$ cat src/design/pcpd_pkg.sv
`default_nettype none
// ----------------------------------------------------------------------------
// pcpd_pkg
// Shared types, sizes and helpers of the partition distance block.
// ----------------------------------------------------------------------------
package pcpd_pkg;

  localparam int MAX_COLORS = 64;
  localparam int COLOR_W    = 7;
  localparam int IDX_W      = 6;
  localparam int ADDR_W     = 2 * IDX_W;
  localparam int DEPTH      = MAX_COLORS * MAX_COLORS;
  localparam int CNT_W      = 17;
  localparam int SUM_W      = 23;

  typedef logic [COLOR_W-1:0] color_t;
  typedef logic [IDX_W-1:0]   idx_t;
  typedef logic [ADDR_W-1:0]  addr_t;
  typedef logic [CNT_W-1:0]   cnt_t;
  typedef logic [SUM_W-1:0]   sum_t;

  localparam cnt_t   MAX_NODES   = cnt_t'(65536);
  localparam color_t K_RESET     = color_t'(8);
  localparam color_t K_MAX       = color_t'(MAX_COLORS);
  localparam idx_t   IDX_LAST    = idx_t'(MAX_COLORS - 1);
  localparam addr_t  ADDR_LAST   = addr_t'(DEPTH - 1);

  typedef struct packed {
    logic  valid;
    addr_t addr;
    cnt_t  data;
  } write_t;

  typedef struct packed {
    logic  valid;
    addr_t addr;
  } sweep_beat_t;

  function automatic cnt_t sat_inc(input cnt_t v);
    return (v >= MAX_NODES) ? MAX_NODES : cnt_t'(v + 1'b1);
  endfunction

endpackage
`default_nettype wire

$ cat src/design/pcpd_rowmax.sv
`default_nettype none
// ----------------------------------------------------------------------------
// pcpd_rowmax
// Takes the sweep of the pair count memory one entry a cycle, keeps the
// largest count of the current row and adds it to the sum at each row end.
// ----------------------------------------------------------------------------
module pcpd_rowmax (
  input  wire logic                 clk,
  input  wire logic                 rst_n,
  input  wire pcpd_pkg::sweep_beat_t beat,
  input  wire pcpd_pkg::color_t     k_act,
  input  wire pcpd_pkg::cnt_t       rd_data,
  input  wire logic                 clr,
  output pcpd_pkg::sum_t            sum
);

  logic            b_valid_r;
  pcpd_pkg::addr_t b_addr_r;
  pcpd_pkg::cnt_t  best_r;
  pcpd_pkg::cnt_t  best_nxt;
  pcpd_pkg::sum_t  sum_r;
  pcpd_pkg::sum_t  sum_nxt;
  pcpd_pkg::idx_t  row;
  pcpd_pkg::idx_t  col;
  logic            in_range;
  pcpd_pkg::cnt_t  c;
  pcpd_pkg::cnt_t  m;

  always_comb begin
    row      = b_addr_r[pcpd_pkg::ADDR_W-1:pcpd_pkg::IDX_W];
    col      = b_addr_r[pcpd_pkg::IDX_W-1:0];
    in_range = ({1'b0, row} < k_act) && ({1'b0, col} < k_act);
    c        = in_range ? rd_data : '0;
    m        = (c > best_r) ? c : best_r;
    best_nxt = best_r;
    sum_nxt  = sum_r;
    if (clr) begin
      best_nxt = '0;
      sum_nxt  = '0;
    end else if (b_valid_r) begin
      if (col == pcpd_pkg::IDX_LAST) begin
        best_nxt = '0;
        sum_nxt  = pcpd_pkg::sum_t'(sum_r + m);
      end else begin
        best_nxt = m;
      end
    end
  end

  always_ff @(posedge clk) begin
    if (!rst_n) begin
      b_valid_r <= 1'b0;
      best_r    <= '0;
      sum_r     <= '0;
    end else begin
      b_valid_r <= beat.valid;
      best_r    <= best_nxt;
      sum_r     <= sum_nxt;
    end
    b_addr_r <= beat.addr;
  end

  assign sum = sum_r;

endmodule
`default_nettype wire

$ cat config.mk
export PLATFORM = sky130hd
export DESIGN_NAME = pcpd_rowmax
export DESIGN_NICKNAME = d
export VERILOG_FILES = /design/src/design/pcpd_pkg.sv /design/src/design/pcpd_rowmax.sv
export SDC_FILE = /design/constraint.sdc
export NUM_CORES = 1
export LEC_CHECK = 0
export BUFFER_PORTS_ARGS = -buffer_cell sky130_fd_sc_hd__clkbuf_2
export CORE_ASPECT_RATIO = 1.5
export CORE_MARGIN = 2
export CORE_UTILIZATION = 35
export DETAILED_ROUTE_END_ITERATION = 10
export GPL_TIMING_DRIVEN = 0
export MAX_ROUTING_LAYER = met4
export PLACE_DENSITY_LB_ADDON = 0.3
export SYNTH_ARGS = -nofsm -noshare
export SYNTH_HDL_FRONTEND = slang
export SYNTH_SLANG_ARGS = --single-unit
$ cat constraint.sdc
create_clock -name clk -period 6.2 [get_ports clk]
set_input_delay 0.62 -clock clk [delete_from_list [all_inputs] [get_ports clk]]
set_output_delay 0.62 -clock clk [all_outputs]
set_load 0.02 [all_outputs]
==> impl_metrics.toml <==
[job]
drv_cap = 0

[worst_setup_path]
critPathMaxFanout = 10
crit_slowest_cell = "or3_1"
worst_r2r_path_depth = 23
arrival_ns = 6.00
worstSetupPathType = "in2reg"
crit_path_start_kind = "input pin"
cpMostUsedCell = "ha_1"
critPathCaptureType = "flop"
r2r_end = "sum[18]"
crit_buf_inv = 3
critical_path_required_ns = 6.40
r2r-start = "b_addr_r[2]"
rrSetupSlack_ns = 0.52
cpPeakStageDelay_ns = 0.49
critical-path-top-delay-family = "compound AO/OA/AOI/OAI gates"

[synthesis]
synth_top_family_by_area = "compound AO/OA/AOI/OAI gates"
ys_types = 42
yosys.area_share.adder_pct = 16.55
synthSimpleGateAreaFrac_pct = 18.44
synth_top_area_share_pct = 30.78
synth-compound-area-share_pct = 21.63
ys_warn_count = 0
netlist_instances = 402
syn_area_per_cell_um2 = 8.575
async_reset_ff_share_pct = 0
syn-num-nets = 487
synth.ff_latch_count = 53
netlist_top_cells_area = "dfxtp_1 (31%), ha_1 (16%), nand2_1 (5.1%)"
yosys.area_share.xor_xnor_pct = 3.811
synthesis.area_mm2 = 0.003447
synth_area_leader_cell = "dfxtp_1"
synth_edf_count = 0
ys_seq_area_share_pct = 30.78
synth.area.mux_share_pct = 4.900
synth_flop_cell = "dfxtp_1"

[global_route]
antenna_found_initial = 0
gr-total-overflow = 0
grt_use_total_pct = 16.95
grt_start_max_net_pins = 19
grt_pass1_vias = 3090
grt_pass1_wl_um = 14080

[place]
hpwlAfterDp_um = 6911
place_inst = 579
io_buffers = 62
gp_congestion = 0.9022
place_ws_ns = -0.9102
place_area_mm2 = 0.003901

[hold_path]
hp-class = "in2reg"
holdPathEnd = "b_addr_r[6]"
worstHoldStart = "beat[6]"
hold_depth = 1

[sta]
maxSlewViolCount = 0
slew_headroom_pct = 57.56
hold_violations = 0
max_freq_mhz = 172.5
skew_ns = 0.008925
worstMarginPinSlew_ns = 0.6342
finalWorstSetupSlack_ns = 0.4013
final.period_utilization_pct = 93.53
setup_viol = 0
fin_crit_ns = 5.799

[power]
total_power_mw = 0.8741
power.leakage_nw = 1.829
ir_worst_vdd_mv = 0.2184
power.density_mw_per_mm2 = 210.4

[cts]
cts_buffers = 5
cts_hold_buf = 0
clock_sinks = 53
cts_root_buf = "clkbuf_16"
clockBufferDepth = 2
clk_pin_slew_worst_paths_ns = 0.07
htree_levels = 2
clock_latency_ns = 0.30
cts_tree = "done"

[finish]
final_core_util_pct = 43.13
layout-drive-gt1-share_pct = 21.92
area_growth_syn_to_layout_pct = 20.54
nets = 563
post-route-cell-area_mm2 = 0.004155
ff_latch_area_mm2 = 0.001061
stdcell_count = 594
insertedDiodeCount = 0
multi_input_area_mm2 = 0.002277
nFillCells = 929

[routing]
drc = 0
firstDrtPassIters = 4
routedWlPerCell_um = 14.58
vias = 3161
detail-route-antenna-nets = 0
viasPerCell = 5.322
routed_wl_um = 8661
drt_iter0_drc = 149

[outcome]
status = "finished clean"

[floorplan]
row_count = 44
die_area_mm2 = 0.01068
top_level_ports = 63
fp.coreArea_mm2 = 0.009634
die-width_um = 85.03
start_util_pct = 35.78
dieHeight_um = 125.5
[repair_timing]
item / 4_1_cts / 5_1_grt
gates cloned: 0 / 0
hold endpoints to repair: 0 / 0
setup buffers: 2 / 6
endpoints found under the setup margin: 10 / 12
pin swaps: 2 / 5
gates resized for setup: 4 / 3
[cells by family after synthesis]
kind of cell    after synthesis
fa+ha+maj                    45
xor+xnor                     15
compound gates              112
buf+inv                      33
flops                        53
mux                          15
simple gates                129
[layout by cell type (no fill, tap or decap), types with 11 or more instances in the layout]
cell,n
clkbuf_2,62
dfxtp_1,53
nand2_1,47
ha_1,44
a21oi_1,32
inv_1,23
o21ai_0,22
nor2_1,21
and2_1,19
a22o_1,16
mux2_2,15
nand3_1,11
a21o_1,11
[flip-flops by register name (all words and copies together), names as in the netlist]
| register | count |
|---|---|
| best_r | 17 |
| b_addr_r | 12 |
| b_valid_r | 1 |
| sum | 23 |
[stage by stage]
step                 TNS, ns  hold WS, ns
floorplan                  0       0.4558
global placement      -6.899       0.4703
detailed placement    -7.499       0.4752
CTS                        0       0.4058
global route        -0.01259       0.4036
finish                     0       0.4137
[cell type report]
class | instances | share of cell area [%]
clock inverter | 3 | 1.144
inverter | 23 | 2.078
clock buffer | 5 | 3.011
buffer | 9 | 1.054
sequential | 53 | 25.53
multi-input combinational | 316 | 54.80
timing repair buffer | 70 | 8.913
tap | 115 | 3.463
[cells in the mapped netlist, drive strengths merged (3+ instances only)]
master,count
nor2,21
nand2,48
a21oi,32
a22o,16
a31oi,4
clkbuf,7
buf,3
mux2,15
nand2b,5
and2,19
nor3,7
xor2,8
a31o,3
ha,44
inv,23
or3,5
a21o,11
xnor2,7
dfxtp,53
nand4,6
o21a,4
o31ai,3
o21ai,26
a211oi,3
nand3,11
[routing by layer]
layer / routed length (um) / share of wire (%) / global-route usage, %
met4: 276 / 3.2 / 7.283
met1: 3555 / 41 / 18.33
met3: 373 / 4.3 / 3.036
met2: 4456 / 51 / 29.83
met5: 0 / 0 / -
[worst reg2reg max path: cells and delay by family (launching register included)]
family                     cells  cell delay (ns)
DFF                            1             0.32
AOI/OAI and AO/OA             11             2.36
buffers and inverters          1             0.21
xor gates and xnor gates       1             0.17
adders and majority gates      4             1.27
and+or+nand+nor                6             1.26
[worst max path at each step]
stage	slack, ns	cells past startpoint	startpoint	to
2_1_floorplan	0.40	25	k_act[2]	sum[18]
3_3_place_gp	-0.86	26	k_act[2]	sum[18]
3_5_place_dp	-0.91	26	k_act[2]	sum[18]
4_1_cts	0.10	24	k_act[2]	sum[18]
5_1_grt	-0.01	26	k_act[2]	sum[14]
6_report	0.40	25	k_act[2]	sum[18]
[power by group]
| part | internal [mW] | total [mW] | switching (mW) |
|---|---|---|---|
| Clock | 0.194 | 0.336 | 0.142 |
| Sequential | 0.347 | 0.350 | 0.00367 |
| Combinational | 0.0867 | 0.188 | 0.101 |
| Total | 0.627 | 0.874 | 0.247 |
Note: power is estimated with default switching activity, not from simulation.
