`config.mk`:
```
export PLATFORM = sky130hd
export DESIGN_NAME = pcpd_rmw
export DESIGN_NICKNAME = d
export VERILOG_FILES = /design/src/design/pcpd_pkg.sv /design/src/design/pcpd_rmw.sv
export SDC_FILE = /design/constraint.sdc
export NUM_CORES = 1
export LEC_CHECK = 0
export ABC_AREA = 0
export BUFFER_PORTS_ARGS = -buffer_cell sky130_fd_sc_hd__buf_2
export CORE_ASPECT_RATIO = 0.7
export CORE_MARGIN = 2
export CORE_UTILIZATION = 40
export CTS_CLUSTER_SIZE = 24
export DETAILED_ROUTE_END_ITERATION = 8
export PLACE_DENSITY_LB_ADDON = 0.05
export SETUP_SLACK_MARGIN = 0.02
export SLEW_MARGIN = 40
export SYNTH_ARGS = -nofsm -noshare
export SYNTH_HDL_FRONTEND = slang
export SYNTH_SLANG_ARGS = --single-unit
```
`constraint.sdc`:
```
create_clock -name clk -period 6.2 [get_ports clk]
set_input_delay 0.31 -clock clk [delete_from_list [all_inputs] [get_ports clk]]
set_output_delay 0.31 -clock clk [all_outputs]
set_load 0.03 [all_outputs]
```
`src/design/pcpd_pkg.sv`:
```
`default_nettype none
// ----------------------------------------------------------------------------
// pcpd_pkg
// Shared types, sizes and helpers of the partition distance block.
// ----------------------------------------------------------------------------
package pcpd_pkg;

  localparam int MAX_COLORS = 64;
  localparam int COLOR_W    = 7;
  localparam int IDX_W      = 6;
  localparam int ADDR_W     = 2 * IDX_W;
  localparam int DEPTH      = MAX_COLORS * MAX_COLORS;
  localparam int CNT_W      = 17;
  localparam int SUM_W      = 23;

  typedef logic [COLOR_W-1:0] color_t;
  typedef logic [IDX_W-1:0]   idx_t;
  typedef logic [ADDR_W-1:0]  addr_t;
  typedef logic [CNT_W-1:0]   cnt_t;
  typedef logic [SUM_W-1:0]   sum_t;

  localparam cnt_t   MAX_NODES   = cnt_t'(65536);
  localparam color_t K_RESET     = color_t'(8);
  localparam color_t K_MAX       = color_t'(MAX_COLORS);
  localparam idx_t   IDX_LAST    = idx_t'(MAX_COLORS - 1);
  localparam addr_t  ADDR_LAST   = addr_t'(DEPTH - 1);

  typedef struct packed {
    logic  valid;
    addr_t addr;
    cnt_t  data;
  } write_t;

  typedef struct packed {
    logic  valid;
    addr_t addr;
  } sweep_beat_t;

  function automatic cnt_t sat_inc(input cnt_t v);
    return (v >= MAX_NODES) ? MAX_NODES : cnt_t'(v + 1'b1);
  endfunction

endpackage
`default_nettype wire

```
`src/design/pcpd_rmw.sv`:
```
`default_nettype none
// ----------------------------------------------------------------------------
// pcpd_rmw
// Read-modify-write of one pair count per beat, forwarding the previous
// write when back-to-back beats hit the same entry.
// ----------------------------------------------------------------------------
module pcpd_rmw (
  input  wire logic            clk,
  input  wire logic            rst_n,
  input  wire logic            req_valid,
  input  wire pcpd_pkg::addr_t req_addr,
  input  wire pcpd_pkg::cnt_t  rd_data,
  output pcpd_pkg::write_t     wr
);

  logic            s1_valid_r;
  pcpd_pkg::addr_t s1_addr_r;
  logic            fwd_valid_r;
  pcpd_pkg::addr_t fwd_addr_r;
  pcpd_pkg::cnt_t  fwd_data_r;
  pcpd_pkg::cnt_t  cur;
  pcpd_pkg::cnt_t  upd;

  always_comb begin
    cur = (fwd_valid_r && (fwd_addr_r == s1_addr_r)) ? fwd_data_r : rd_data;
    upd = pcpd_pkg::sat_inc(cur);
  end

  always_ff @(posedge clk) begin
    if (!rst_n) begin
      s1_valid_r  <= 1'b0;
      fwd_valid_r <= 1'b0;
    end else begin
      s1_valid_r  <= req_valid;
      fwd_valid_r <= s1_valid_r;
    end
    s1_addr_r  <= req_addr;
    fwd_addr_r <= s1_addr_r;
    fwd_data_r <= upd;
  end

  assign wr.valid = s1_valid_r;
  assign wr.addr  = s1_addr_r;
  assign wr.data  = upd;

endmodule
`default_nettype wire

```
==> flow_metrics.tcl <==
set metrics [dict create \
    run_status "finished with violations" \
    violated_checks "design-rule violations" \
    min_period_ns 3.648 \
    filler_cell_count 443 \
    number_of_setup_buffers_added_after_cts 0 \
    ff2ff_path_depth 11 \
    power_switching_share_pct 27.84 \
    numCtsBuffers 5 \
    num_io_pins 62 \
    power.combinational.fraction_pct 14.0 \
    cts-root-to-sink-buffers 2 \
    row_count 20 \
    report.final.setup_viol 0 \
    timing.setup.tns_ns 0 \
    p_int_uw 415.0 \
    fp.dieH_um 61.33 \
    gp_congestion 0.8320 \
    groute.usage.overall_pct 16.68 \
    antenna_violating_nets_post_route 0 \
    area_growth_syn_to_layout_pct 22.78 \
    worst-endpoint-arrival_ns 3.34 \
    hpwl_um 2964 \
    ctsResizeCount 0 \
    insertedDiodeCount 0 \
    power.density_nw_per_um2 249.4 \
    die_area_um2 5268 \
    number_of_port_buffers 61 \
    postCtsHoldBufs 0 \
    vias_in_the_first_global_route 1458 \
    ys_types 30 \
    vias 1529 \
    timing_worst_setup_path_type "reg -> out" \
    global_route_wire_length_before_repair_um 6699 \
    transition_time_of_the_tightest_slew_check_pin_ns 0.6283 \
    drt_first_iter_violations 56 \
    synth_nets 226 \
    ys_ff_latch 43 \
    syn_area_per_cell_um2 9.731 \
    synth_area_um2 1878 \
    clkSlewWorstSetupHoldPaths_ns 0.08 \
    dr_wl_cell_um 12.90 \
    fin_worst_skew_ns 0.007928 \
    hold-path-cell-count 1 \
    p_clk_share_pct 33.0 \
    numClockSinks 43 \
    ys.warnings.count 0 \
    drv.max_cap_violation_count 0 \
    relSlewSlack_pct 58.05 \
    power.leakage_nw 0.9726 \
    largest_net_degree_at_the_start_of_global_routing 35 \
    rsz0062_at_grt "no" \
    critPathCaptureType "output port" \
    drt_pre_antenna_iters 6 \
    holdWs_ns 0.1122 \
    final-hold-violation-count 0 \
    grt_remaining_overflow 0 \
    avgViaCountPerCell 4.948 \
    vdd.ir_drop.worst_mv 0.1099 \
    proportion_of_layout_cells_with_a_drive_suffix_above_1_pct 29.92 \
    initial_standard_cell_utilization_of_the_core_pct 42.40 \
    fmax_mhz 274.1 \
    finalNetCount 286 \
    post_synth_inst_count 193 \
    fp.coreArea_um2 4429 \
    worstSkewPairLatency_ns 0.29 \
    root_buffer "sky130_fd_sc_hd__clkbuf_8" \
    drc 5 \
    p_sw_uw 160.1 \
    final-max-slew-violation-count 0 \
    path_max_fanout 34 \
    clock_tree.htree_level_count 2 \
    power.sequential.fraction_pct 53.0 \
    routed_wirelength_um 3987 \
    grt_antenna_before_repair 0 \
    tritoncts "yes" \
    final.period_utilization_pct 58.84 \
    sequential_fraction_of_the_synthesis_area_pct 45.84 \
    worst_hold_path_type "in -> reg" \
    chipWidth_um 85.90 \
    required_ns 5.89 \
    critPathLaunchType "flop" \
]
-- through the flow --
stage	cell area, um2	power (mW)	std cells	worst slack (ns)	util, %
finish	2306	0.5751	309	2.552	52.06
CTS	2306	0.5819	309	2.545	52.06
detailed placement	2207	0.3922	301	2.886	49.83
floorplan	1878	0.3628	193	2.645	-
global route	2306	0.6067	309	2.228	52.06
global placement	2207	0.3928	301	2.879	49.83
-- sequential cells by signal (all words and copies together) (netlist names) --
name / count
fwd_data_r: 17
s1_valid_r: 1
s1_addr_r: 12
fwd_addr_r: 12
fwd_valid_r: 1
-- layout by cell type (no fill, tap or decap) --
cell                         count
sky130_fd_sc_hd__nand3_1         8
sky130_fd_sc_hd__inv_1           2
sky130_fd_sc_hd__a31oi_1         1
sky130_fd_sc_hd__or3_1           1
sky130_fd_sc_hd__buf_2          61
sky130_fd_sc_hd__nand3b_1        8
sky130_fd_sc_hd__nor2_1         13
sky130_fd_sc_hd__ha_1            1
sky130_fd_sc_hd__xor2_1         14
sky130_fd_sc_hd__clkinv_4        1
sky130_fd_sc_hd__o21ai_0         1
sky130_fd_sc_hd__nand4_2         1
sky130_fd_sc_hd__nand4_1         5
sky130_fd_sc_hd__nor3_1          6
sky130_fd_sc_hd__mux2i_1         4
sky130_fd_sc_hd__xnor2_1        22
sky130_fd_sc_hd__o31ai_1        13
sky130_fd_sc_hd__a21oi_1         2
sky130_fd_sc_hd__nor3_2          1
sky130_fd_sc_hd__clkinvlp_4      1
sky130_fd_sc_hd__nor4_4          1
sky130_fd_sc_hd__and2_1          3
sky130_fd_sc_hd__nor2b_1         3
sky130_fd_sc_hd__dfxtp_1        43
sky130_fd_sc_hd__and3_1          7
sky130_fd_sc_hd__mux2_2          3
sky130_fd_sc_hd__nand2_1        16
sky130_fd_sc_hd__clkbuf_8        6
sky130_fd_sc_hd__nor4_1          3
sky130_fd_sc_hd__buf_4           1
sky130_fd_sc_hd__a311oi_1        1
sky130_fd_sc_hd__a21o_1          1
-- cells in the mapped netlist --
cell                        n  area (um2)
sky130_fd_sc_hd__nor2b_1    3       18.77
sky130_fd_sc_hd__nand3b_1   8       60.06
sky130_fd_sc_hd__buf_4      3       22.52
sky130_fd_sc_hd__a311oi_1   1       8.760
sky130_fd_sc_hd__mux2_2     3       33.78
sky130_fd_sc_hd__xor2_1    14       122.6
sky130_fd_sc_hd__o21ai_0    1       5.000
sky130_fd_sc_hd__dfxtp_1   43       860.8
sky130_fd_sc_hd__xnor2_1   22       192.7
sky130_fd_sc_hd__nor3_1     6       30.03
sky130_fd_sc_hd__nor4_4     1       21.27
sky130_fd_sc_hd__clkbuf_1   5       18.77
sky130_fd_sc_hd__mux2i_1    4       40.04
sky130_fd_sc_hd__inv_1      2       7.510
sky130_fd_sc_hd__nor4_1     3       18.77
sky130_fd_sc_hd__nand3_1    8       40.04
sky130_fd_sc_hd__ha_1       1       12.51
sky130_fd_sc_hd__and3_1     7       43.79
sky130_fd_sc_hd__nor3_2     1       10.01
sky130_fd_sc_hd__nand4_2    1       12.51
sky130_fd_sc_hd__o31ai_1   13       97.59
sky130_fd_sc_hd__and2_1     3       18.77
sky130_fd_sc_hd__nand2_1   16       60.06
sky130_fd_sc_hd__nor2_1    13       48.80
sky130_fd_sc_hd__buf_6      1       11.26
sky130_fd_sc_hd__a31oi_1    1       6.260
sky130_fd_sc_hd__a21oi_1    2       10.01
sky130_fd_sc_hd__a21o_1     1       7.510
sky130_fd_sc_hd__nand4_1    5       31.28
sky130_fd_sc_hd__or3_1      1       6.260
-- worst max-delay path, stage by stage, from the launching register on --
cell and delay [ns]:
sky130_fd_sc_hd__dfxtp_1 0.37, sky130_fd_sc_hd__xnor2_1 0.13, sky130_fd_sc_hd__nand4_1 0.17, sky130_fd_sc_hd__nor4_4 0.27, sky130_fd_sc_hd__buf_4 0.37, sky130_fd_sc_hd__mux2_2 0.22
sky130_fd_sc_hd__ha_1 0.29, sky130_fd_sc_hd__nand2_1 0.13, sky130_fd_sc_hd__nor3_2 0.30, sky130_fd_sc_hd__and3_1 0.22, sky130_fd_sc_hd__xnor2_1 0.06, sky130_fd_sc_hd__o31ai_1 0.25
sky130_fd_sc_hd__buf_2 0.25
-- logic make-up (layout without fill, tap and decap cells) --
logic type	Yosys count	after routing	synth area share [%]
compound gates	19	19	7.195
xor+xnor	36	36	16.79
fa+ha+maj	1	1	0.6661
buf+inv	11	72	3.198
flops	43	43	45.84
mux	7	7	3.931
simple gates	76	76	22.39
-- worst paths after layout --
kind | start | end | slack, ns
worst min-delay path | req_addr[11] | s1_addr_r[11] | 0.11
worst max-delay path | s1_addr_r[6] | wr[10] | 2.55
worst min register to register | s1_addr_r[9] | fwd_addr_r[9] | 0.38
worst max register to register | s1_addr_r[6] | fwd_data_r[14] | 3.23
-- final cells by class --
cell class	count	area [um2]	area share (%)
clock inverter	2	16.27	0.7054
multi-input combinational	139	957.2	41.51
tap	55	68.82	2.984
clock buffer	6	82.58	3.581
sequential	43	860.8	37.33
timing repair buffer	62	312.8	13.56
inverter	2	7.507	0.3256
-- layer usage --
layer	up-vias	share of wire, %	global-route usage [%]
met2	53	37	23.48
met1	678	55	23.62
met4	0	0.93	5.896
met3	6	6.6	6.032
met5	-	0	0
li1	792	-	-
-- power by group through the flow --
stage / sequential, mW / combinational [mW] / clock (mW)
finish: 0.305 / 0.0805 / 0.190
global route: 0.308 / 0.0880 / 0.211
CTS: 0.305 / 0.0810 / 0.196
detailed placement: 0.312 / 0.0805 / 0
global placement: 0.311 / 0.0813 / 0
floorplan: 0.316 / 0.0468 / 0
No activity file was read; power rests on OpenSTA's default activity.
